--- src/xsop_pkg.sv ---
// Shared types and constants for the x86 string operation step pipeline.
// Holds opcode and status codes, EFLAGS bit positions and the subtract result record.
// No dependencies.
package xsop_pkg;

    typedef enum logic [2:0] {
        OP_CLD     = 3'd0,
        OP_STD     = 3'd1,
        OP_MOVS    = 3'd2,
        OP_STOS    = 3'd3,
        OP_LODS    = 3'd4,
        OP_CMPS    = 3'd5,
        OP_SCAS    = 3'd6,
        OP_INVALID = 3'd7
    } op_t;

    typedef enum logic [1:0] {
        ST_DONE    = 2'd0,
        ST_REPEAT  = 2'd1,
        ST_INVALID = 2'd2
    } status_t;

    localparam int unsigned FLAG_CF = 0;
    localparam int unsigned FLAG_PF = 2;
    localparam int unsigned FLAG_AF = 4;
    localparam int unsigned FLAG_ZF = 6;
    localparam int unsigned FLAG_SF = 7;
    localparam int unsigned FLAG_DF = 10;
    localparam int unsigned FLAG_OF = 11;

    typedef struct packed {
        logic [31:0] res;
        logic        cf;
        logic        af;
        logic        sf;
        logic        of;
    } sub_t;

endpackage

--- src/xsop_flags.sv ---
// Final EFLAGS merge for CMPS and SCAS: zero and parity from the registered difference.
// Depends on xsop_pkg for sub_t and the flag bit positions.
module xsop_flags
    import xsop_pkg::*;
(
    input  sub_t        sub,
    input  logic        sub_sel,
    input  logic [31:0] flags_in,
    output logic [31:0] flags_out,
    output logic        zf
);

    logic [31:0] merged;

    always_comb
    begin
        zf     = (sub.res == 32'd0);
        merged = flags_in;
        merged[FLAG_CF] = sub.cf;
        merged[FLAG_PF] = ~(^sub.res[7:0]);
        merged[FLAG_AF] = sub.af;
        merged[FLAG_ZF] = zf;
        merged[FLAG_SF] = sub.sf;
        merged[FLAG_OF] = sub.of;
        flags_out = sub_sel ? merged : flags_in;
    end

endmodule

--- src/x86_string_op_step.sv ---
// Top level of the x86 string operation step: three-stage pipeline with valid and stall.
// Depends on xsop_pkg and xsop_flags.
//
//  channel | direction | handshake           | payload
//  input   | in        | in_valid / in_stall | op, wide, prefixes, pointers, count, acc, flags,
//          |           |                     | mem_a, mem_b, instr_addr
//  output  | out       | out_valid/out_stall | status, next_addr, registers, flags, write
//
// One transaction enters every cycle while in_stall is low.
// Stage 1 decodes, stage 2 does the 33-bit subtract and pointer/count adds,
// stage 3 merges flags, resolves the repeat and holds the result.
// Reset clears the stage valid bits only.
// A stage advances when it is empty or the next one advances; bubbles collapse.
module x86_string_op_step
    import xsop_pkg::*;
(
    input  logic        clk,
    input  logic        rst_n,
    input  logic        in_valid,
    output logic        in_stall,
    input  logic [2:0]  op,
    input  logic        wide,
    input  logic        rep_prefix,
    input  logic        repne_prefix,
    input  logic [31:0] src_ptr,
    input  logic [31:0] dst_ptr,
    input  logic [31:0] count_in,
    input  logic [31:0] acc_in,
    input  logic [31:0] flags_in,
    input  logic [31:0] mem_a,
    input  logic [31:0] mem_b,
    input  logic [31:0] instr_addr,
    output logic        out_valid,
    input  logic        out_stall,
    output logic [1:0]  status,
    output logic [31:0] next_addr,
    output logic [31:0] src_ptr_out,
    output logic [31:0] dst_ptr_out,
    output logic [31:0] count_out,
    output logic [31:0] acc_out,
    output logic [31:0] flags_out,
    output logic        write_en,
    output logic [31:0] write_addr,
    output logic [31:0] write_data
);

    logic move1, move2, move3;

    // stage 1
    logic        v1_reg;
    op_t         op1_reg;
    logic        wide1_reg, rep1_reg, repne1_reg, active1_reg, inv1_reg;
    logic [31:0] esi1_reg, edi1_reg, ecx1_reg, eax1_reg, fl1_reg, ma1_reg, eip1_reg;
    logic [31:0] step1_reg, opa1_reg, opb1_reg;

    // stage 2
    logic        v2_reg;
    logic        active2_reg, inv2_reg, rep2_reg, repne2_reg, cmp2_reg, wen2_reg;
    logic [31:0] esi2_reg, edi2_reg, ecx2_reg, eax2_reg, fl2_reg, eip2_reg;
    logic [31:0] waddr2_reg, wdata2_reg;
    sub_t        sub2_reg;

    // stage 3 / output
    logic        v3_reg;
    logic [1:0]  status_reg;
    logic [31:0] next_reg, esi3_reg, edi3_reg, ecx3_reg, eax3_reg, fl3_reg;
    logic        wen3_reg;
    logic [31:0] waddr3_reg, wdata3_reg;

    assign move3    = !v3_reg || !out_stall;
    assign move2    = !v2_reg || move3;
    assign move1    = !v1_reg || move2;
    assign in_stall = !move1;

    // decode
    op_t         op_d;
    logic        has_rep_d, special_d, skip_d, active_d, inv_d;
    logic [31:0] fl_d, step_d, opa_d, opb_d, mask_d;

    always_comb
    begin
        op_d      = op_t'(op);
        has_rep_d = rep_prefix || repne_prefix;
        special_d = (op_d == OP_CLD) || (op_d == OP_STD);
        skip_d    = special_d || (has_rep_d && (count_in == 32'd0));
        inv_d     = !skip_d && (op_d == OP_INVALID);
        active_d  = !skip_d && !inv_d;
        fl_d      = flags_in;
        if (op_d == OP_CLD)
        begin
            fl_d[FLAG_DF] = 1'b0;
        end
        else if (op_d == OP_STD)
        begin
            fl_d[FLAG_DF] = 1'b1;
        end
        step_d = wide ? 32'd4 : 32'd1;
        if (fl_d[FLAG_DF])
        begin
            step_d = 32'd0 - step_d;
        end
        mask_d = wide ? 32'hFFFF_FFFF : 32'h0000_00FF;
        opa_d  = ((op_d == OP_CMPS) ? mem_a : acc_in) & mask_d;
        opb_d  = ((op_d == OP_CMPS) ? mem_b : mem_a) & mask_d;
    end

    always_ff @(posedge clk or negedge rst_n)
    begin
        if (!rst_n)
        begin
            v1_reg <= 1'b0;
        end
        else if (move1)
        begin
            v1_reg <= in_valid;
        end
    end

    always_ff @(posedge clk)
    begin
        if (move1)
        begin
            op1_reg     <= op_d;
            wide1_reg   <= wide;
            rep1_reg    <= rep_prefix;
            repne1_reg  <= repne_prefix;
            active1_reg <= active_d;
            inv1_reg    <= inv_d;
            esi1_reg    <= src_ptr;
            edi1_reg    <= dst_ptr;
            ecx1_reg    <= count_in;
            eax1_reg    <= acc_in;
            fl1_reg     <= fl_d;
            ma1_reg     <= mem_a;
            eip1_reg    <= instr_addr;
            step1_reg   <= step_d;
            opa1_reg    <= opa_d;
            opb1_reg    <= opb_d;
        end
    end

    // subtract, pointer and count update
    logic        is_movs, is_stos, is_lods, is_cmps, is_scas, has_rep1;
    logic [32:0] diff_next;
    sub_t        sub_next;
    logic [31:0] esi_next, edi_next, ecx_next, eax_next, wdata_next, axb, top_bits;

    always_comb
    begin
        is_movs  = (op1_reg == OP_MOVS);
        is_stos  = (op1_reg == OP_STOS);
        is_lods  = (op1_reg == OP_LODS);
        is_cmps  = (op1_reg == OP_CMPS);
        is_scas  = (op1_reg == OP_SCAS);
        has_rep1 = rep1_reg || repne1_reg;

        diff_next    = {1'b0, opa1_reg} - {1'b0, opb1_reg};
        sub_next.res = wide1_reg ? diff_next[31:0] : {24'd0, diff_next[7:0]};
        sub_next.cf  = diff_next[32];
        axb          = opa1_reg ^ opb1_reg;
        top_bits     = axb & (opa1_reg ^ sub_next.res);
        sub_next.af  = axb[FLAG_AF] ^ sub_next.res[FLAG_AF];
        sub_next.sf  = wide1_reg ? sub_next.res[31] : sub_next.res[7];
        sub_next.of  = wide1_reg ? top_bits[31] : top_bits[7];

        esi_next = esi1_reg;
        edi_next = edi1_reg;
        if (active1_reg && (is_movs || is_lods || is_cmps))
        begin
            esi_next = esi1_reg + step1_reg;
        end
        if (active1_reg && (is_movs || is_stos || is_cmps || is_scas))
        begin
            edi_next = edi1_reg + step1_reg;
        end
        ecx_next = (active1_reg && has_rep1) ? ecx1_reg - 32'd1 : ecx1_reg;
        eax_next = eax1_reg;
        if (active1_reg && is_lods)
        begin
            eax_next = wide1_reg ? ma1_reg : {eax1_reg[31:8], ma1_reg[7:0]};
        end
        wdata_next = is_movs ? ma1_reg : eax1_reg;
        if (!wide1_reg)
        begin
            wdata_next = {24'd0, wdata_next[7:0]};
        end
    end

    always_ff @(posedge clk or negedge rst_n)
    begin
        if (!rst_n)
        begin
            v2_reg <= 1'b0;
        end
        else if (move2)
        begin
            v2_reg <= v1_reg;
        end
    end

    always_ff @(posedge clk)
    begin
        if (move2)
        begin
            active2_reg <= active1_reg;
            inv2_reg    <= inv1_reg;
            rep2_reg    <= rep1_reg;
            repne2_reg  <= repne1_reg;
            cmp2_reg    <= active1_reg && (is_cmps || is_scas);
            wen2_reg    <= active1_reg && (is_movs || is_stos);
            esi2_reg    <= esi_next;
            edi2_reg    <= edi_next;
            ecx2_reg    <= ecx_next;
            eax2_reg    <= eax_next;
            fl2_reg     <= fl1_reg;
            eip2_reg    <= eip1_reg;
            waddr2_reg  <= edi1_reg;
            wdata2_reg  <= wdata_next;
            sub2_reg    <= sub_next;
        end
    end

    // flags merge and repeat decision
    logic [31:0] fl_next;
    logic        zf, term, repeat_next;
    logic [1:0]  status_next;

    xsop_flags u_flags (
        .sub       (sub2_reg),
        .sub_sel   (cmp2_reg),
        .flags_in  (fl2_reg),
        .flags_out (fl_next),
        .zf        (zf)
    );

    always_comb
    begin
        term        = cmp2_reg && ((rep2_reg && !zf) || (repne2_reg && zf));
        repeat_next = active2_reg && (rep2_reg || repne2_reg) &&
                      (ecx2_reg != 32'd0) && !term;
        priority if (inv2_reg)
        begin
            status_next = ST_INVALID;
        end
        else if (repeat_next)
        begin
            status_next = ST_REPEAT;
        end
        else
        begin
            status_next = ST_DONE;
        end
    end

    always_ff @(posedge clk or negedge rst_n)
    begin
        if (!rst_n)
        begin
            v3_reg <= 1'b0;
        end
        else if (move3)
        begin
            v3_reg <= v2_reg;
        end
    end

    always_ff @(posedge clk)
    begin
        if (move3)
        begin
            status_reg <= status_next;
            next_reg   <= repeat_next ? eip2_reg : 32'd0;
            esi3_reg   <= esi2_reg;
            edi3_reg   <= edi2_reg;
            ecx3_reg   <= ecx2_reg;
            eax3_reg   <= eax2_reg;
            fl3_reg    <= fl_next;
            wen3_reg   <= wen2_reg;
            waddr3_reg <= wen2_reg ? waddr2_reg : 32'd0;
            wdata3_reg <= wen2_reg ? wdata2_reg : 32'd0;
        end
    end

    assign out_valid   = v3_reg;
    assign status      = status_reg;
    assign next_addr   = next_reg;
    assign src_ptr_out = esi3_reg;
    assign dst_ptr_out = edi3_reg;
    assign count_out   = ecx3_reg;
    assign acc_out     = eax3_reg;
    assign flags_out   = fl3_reg;
    assign write_en    = wen3_reg;
    assign write_addr  = waddr3_reg;
    assign write_data  = wdata3_reg;

    a_stall_full: assert property (@(posedge clk) disable iff (!rst_n)
        in_stall |-> (v1_reg && v2_reg && v3_reg))
        else $error("input stalled with an empty stage");

    a_next_zero: assert property (@(posedge clk) disable iff (!rst_n)
        (out_valid && (status != ST_REPEAT)) |-> (next_addr == 32'd0))
        else $error("resume address set without repeat");

    a_write_valid: assert property (@(posedge clk) disable iff (!rst_n)
        (out_valid && write_en) |-> (status != ST_INVALID))
        else $error("memory write on invalid opcode");

    a_repeat_count: assert property (@(posedge clk) disable iff (!rst_n)
        (out_valid && (status == ST_REPEAT)) |-> (count_out != 32'd0))
        else $error("repeat with exhausted count");

endmodule
--- config.mk ---
export PLATFORM = sky130hd
export DESIGN_NAME = x86_string_op_step
export DESIGN_NICKNAME = d
export VERILOG_FILES = /design/src/xsop_pkg.sv /design/src/xsop_flags.sv /design/src/x86_string_op_step.sv
export SDC_FILE = /design/constraint.sdc
export NUM_CORES = 1
export LEC_CHECK = 0
export BUFFER_PORTS_ARGS = -buffer_cell sky130_fd_sc_hd__buf_4
export CAP_MARGIN = 15
export CORE_ASPECT_RATIO = 0.8
export CORE_MARGIN = 10
export CORE_UTILIZATION = 35
export CTS_BUF_LIST = sky130_fd_sc_hd__clkbuf_16
export CTS_CLUSTER_DIAMETER = 60
export DETAILED_ROUTE_END_ITERATION = 7
export PLACE_DENSITY = 0.49
export REMOVE_ABC_BUFFERS = 1
export SETUP_SLACK_MARGIN = 0.15
export SYNTH_ARGS = -nofsm -noshare
export SYNTH_HDL_FRONTEND = slang
export SYNTH_SLANG_ARGS = --single-unit
--- constraint.sdc ---
create_clock -name clk -period 17.46 [get_ports clk]
set_input_delay 1.746 -clock clk [delete_from_list [all_inputs] [get_ports clk]]
set_output_delay 1.746 -clock clk [all_outputs]
set_load 0.01 [all_outputs]
### Yosys cells after proc, flatten, opt, wreduce, memory -nomap -nowiden

Index checks and enable logic that the tools add are counted.

| storage, ports and cells | value |
|---|---|
| flip-flop bits (word level) | 888 |
| bits of input ports | 266 |
| output and inout bits | 261 |
| logic and storage cells | 131 |

| cells by class | value |
|---|---|
| add/sub/neg operators | 5 |
| eq/ne operators | 8 |
| muxes and demuxes | 18 |
| bitwise gates (word level) | 7 |
| reductions and logical operators | 44 |

Operators with widths:

| cell | number |
|---|---|
| 32-bit two-way mux | 11 |
| 32-bit AND | 3 |
| 32-bit adder | 2 |
| 32-bit zero test | 2 |
| 32-bit XOR | 2 |
| 32-bit by 32-bit subtractor with 33-bit output | 1 |
| 32-bit nonzero test | 1 |
| 32-bit by 1-bit subtractor with 32-bit output (second input constant) | 1 |
| 3-bit equality test (second input constant) | 5 |
| 1-bit logical AND | 15 |
| 1-bit logical OR | 15 |
| 12-bit two-way mux | 1 |
| 1-bit zero test | 9 |
| 8-bit XOR reduction | 1 |
| 3-bit by 2-bit equality test with 1-bit output (second input constant) | 2 |
| 1-bit two-way mux | 5 |
| 1-bit by 3-bit subtractor with 4-bit output (first input constant) | 1 |
| 3-bit by 1-bit equality test with 1-bit output (second input constant) | 1 |
| 3-bit zero test | 1 |
| 3-bit two-way mux | 1 |
| 1-bit inverter | 1 |
| 1-bit XOR | 1 |

### Depth between registers and ports, before layout

| depth | value |
|---|---|
| depth after elaboration | 8 |
| gate-level depth with buffers | 11 |
| mapped depth without buffers | 11 |

### Hierarchy

From an unflattened synthesis, not the netlist that was laid out.

| unflattened totals | value |
|---|---|
| cell total of the unflattened synthesis | 2371 |
| area total of the unflattened synthesis | 35089.9 sq um |

By module, submodules not included:

| module | instances | cells an instance | area each (sq um) | seq. area each (sq um) |
|---|---|---|---|---|
| x86_string_op_step | 1 | 2311 | 34634.5 | 25809.8 |
| xsop_flags | 1 | 60 | 455.4 | 0.0 |

### Least setup slack after synthesis

No wires, ideal clock.

| path | value |
|---|---|
| path kind | in2out |
| start | input port out_stall |
| end | output port in_stall |
| data arrival time | 11.965 ns |
| data required time | 15.714 ns |
| setup slack | 3.749 ns |
| cell stages on the path | 2 |
| buffers on the path | 0 |
| cells stage by stage | nand4_1 -> inv_1 |

| between the ends | value |
|---|---|
| word-level cells in the longest chain between the ends | 5 |

RTL lines:

| what | RTL line | RTL |
|---|---|---|
| from (decl) | x86_string_op_step.sv:34 | `input logic out_stall,` |
| 1-bit zero test | x86_string_op_step.sv:70 | `assign move3 = !v3_reg \|\| !out_stall;` |
| 1-bit logical OR | x86_string_op_step.sv:70 |  |
| 1-bit logical OR | x86_string_op_step.sv:71 | `assign move2 = !v2_reg \|\| move3;` |
| 1-bit logical OR | x86_string_op_step.sv:72 | `assign move1 = !v1_reg \|\| move2;` |
| 1-bit zero test | x86_string_op_step.sv:73 | `assign in_stall = !move1;` |
| to (decl) | x86_string_op_step.sv:20 | `output logic in_stall,` |

No other way between the ends.

### Worst setup path after layout

Same ends and word-level chain as after synthesis.

==> flow_metrics.tcl <==
set metrics [dict create \
    insertion_delay_ns 0.67 \
    antenna-diode-count 0 \
    finClkSkew_ns 0.0327 \
    min_period_ns 4.47 \
    final.period_utilization 0.256 \
    floorplan.io_pins 527 \
    synth_top_area_cell "edfxtp_1" \
    drt_iter0_drc 1579 \
    yosys-top-cells-area "edfxtp_1 73%, nand2_1 3.6%, ha_1 3.5%" \
    leakage_nw 17.3 \
    cts_root_buf "clkbuf_16" \
    setup_viol 0 \
    grt_use_met1 0.221 \
    powerDensity_nw_per_um2 127 \
    rows 103 \
    busiest_layer "met2" \
    async_flop_share 0.00349 \
    area.growth.synth_to_final_pct 24.6 \
    critPathLaunchType "input pin" \
    worstMarginPinSlew_ns 1.24 \
    cp.arrival_ns 2.73 \
    drc 0 \
    ys_ff_latch 860 \
    grt-ovfl-total 0 \
    path_clk_slew_ns 0.06 \
    vias_per_cell 4.97 \
    wl_per_cell_um 22.2 \
    cts_buffer_depth 3 \
    fin_tns_setup_ns 0 \
    drive_above_1_share 0.252 \
    max_slew_margin 0.167 \
    yosysTopAreaCellShare 0.731 \
    grt_pass1_wl_um 143000 \
    initial_core_util 0.355 \
    synth_common_cells "857 x edfxtp_1, 335 x nand2_1, 147 x a21oi_1, 111 x and2_1, 99 x ha_1" \
    grtUsageTotal 0.164 \
    place.gp.congestion 0.837 \
    ys_seq_area_frac 0.733 \
    synth_area_um2 35200 \
    synth_warnings 0 \
    cp-startpoint "out_stall" \
    met2_usage 0.259 \
    grtUsageMet3 0.0468 \
    timing.rr.start "step1_reg[30]$_SDFFCE_PN0N_" \
    largest_register_ffs 36 \
    synth_cell_types 71 \
    hp-class "reg -> reg" \
    first_pass_iters 6 \
    die_w_um 375 \
    fp.coreArea_um2 99200 \
    endpoint_kind "primary output" \
    first_global_vias 22100 \
    antenna_found_initial 12 \
    synth_edf_count 857 \
    syn_area_per_cell_um2 14.6 \
    crit_type "in -> out" \
    crit_required_ns 15.71 \
    synthCells 2412 \
    place.port_buffers 526 \
    drv_cap 0 \
    synth_ff_type "edfxtp_1" \
    cp_max_fo 32 \
    hold_buffers 0 \
    outcome "finished, final reports clean" \
    place_hpwl_um 70000 \
    die_y_um 304 \
    rsz0062_at_grt "false" \
    report.final.slew_viol_count 0 \
    die-area_um2 114000 \
    cts_max_level 3 \
    rrSetupSlack_ns 13.21 \
    numCtsBuffers 93 \
    finalPower_mw 5.57 \
    cts_tree "done" \
    finalInstanceArea_um2 43900 \
    min_from "eax2_reg[2]$_DFFE_PP_" \
    fmax_ghz 0.224 \
    post_cts_buffers 0 \
    nets 3353 \
    routed-via-count 21700 \
    wirelength_um 96900 \
    ir_worst_vdd_v 0.0000765 \
    final_hold_viol_count 0 \
    fillers 8931 \
    cts_sinks 860 \
    synth.most_common_cell "edfxtp_1" \
    cts_resized 0 \
    placed_area_um2 40800 \
    antenna_left 0 \
    grt_max_degree 72 \
]
layer usage:
| metal | up-vias | wire length (µm) |
|---|---|---|
| met5 | - | 112 |
| met4 | 20 | 2170 |
| met3 | 159 | 7070 |
| met2 | 709 | 44000 |
| met1 | 10700 | 43500 |
| li1 | 10200 | - |
kinds of logic after synthesis:
family                     after synthesis  synth area share
AOI/OAI and AO/OA                      413            0.0725
and+or+nand+nor                        745             0.104
adders and majority gates              102            0.0369
DFF                                    860             0.733
buffers and inverters                  153            0.0163
xor gates and xnor gates                97            0.0241
muxes                                   42            0.0134
worst paths after layout:
kind,endpoint,cells after the start
setup reg to reg,esi2_reg[31]$_DFFE_PP_,10
hold / removal,acc_out[2]$_DFFE_PP_,0
hold reg to reg,acc_out[2]$_DFFE_PP_,0
setup / recovery,in_stall,5
min in group asynchronous,out_valid$_DFFE_PN0P_,1
max in group asynchronous,v1_reg$_DFFE_PN0N_,1
critical path, stage by stage:
cell     delay [ns]
buf_4          0.14
nand4_1        0.10
buf_4          0.39
inv_1          0.15
buf_4          0.18
final cells by class:
| type | count | area [µm²] | area share |
|---|---|---|---|
| flip-flops and latches | 860 | 25800 | 0.588 |
| inverters | 79 | 297 | 0.00676 |
| well taps | 1312 | 1640 | 0.0374 |
| clock buffers | 94 | 2350 | 0.0536 |
| clock inverters | 74 | 746 | 0.0170 |
| repair buffers | 552 | 4140 | 0.0944 |
| multi-input cells | 1399 | 8900 | 0.203 |
cells in the final DEF, fill, tap and decap left out, drive strengths merged, types with 22 or more instances in the layout:
master / synthesis / layout
edfxtp: 857 / 857
buf: 0 / 551
nand2: 335 / 335
a21oi: 147 / 147
and2: 111 / 111
inv: 79 / 100
ha: 99 / 99
o21ai: 96 / 96
clkbuf: 74 / 95
nor2: 89 / 89
xnor2: 53 / 53
xor2: 44 / 44
mux2: 40 / 40
clkinv: 0 / 39
a21o: 36 / 36
nor3: 35 / 35
nor4: 31 / 31
nand3: 27 / 27
and3: 22 / 22
report_power, final:
| group | internal [mW] | switching [mW] | total (mW) |
|---|---|---|---|
| Clock | 1.13 | 0.851 | 1.98 |
| Combinational | 0.360 | 0.502 | 0.862 |
| Sequential | 2.61 | 0.112 | 2.72 |
metrics by stage:
step           hold slack [ns]  cells  worst slack, ns   util
2_1_floorplan            0.400   2338             3.75      -
4_1_cts                  0.405   4369            12.95  0.442
6_report                 0.401   4370            12.99  0.442
3_5_place_dp             0.405   4201            12.36  0.411
5_1_grt                  0.419   4370            12.86  0.442
3_3_place_gp             0.401   4201            12.38  0.411
(Power assumes the default switching activity.)
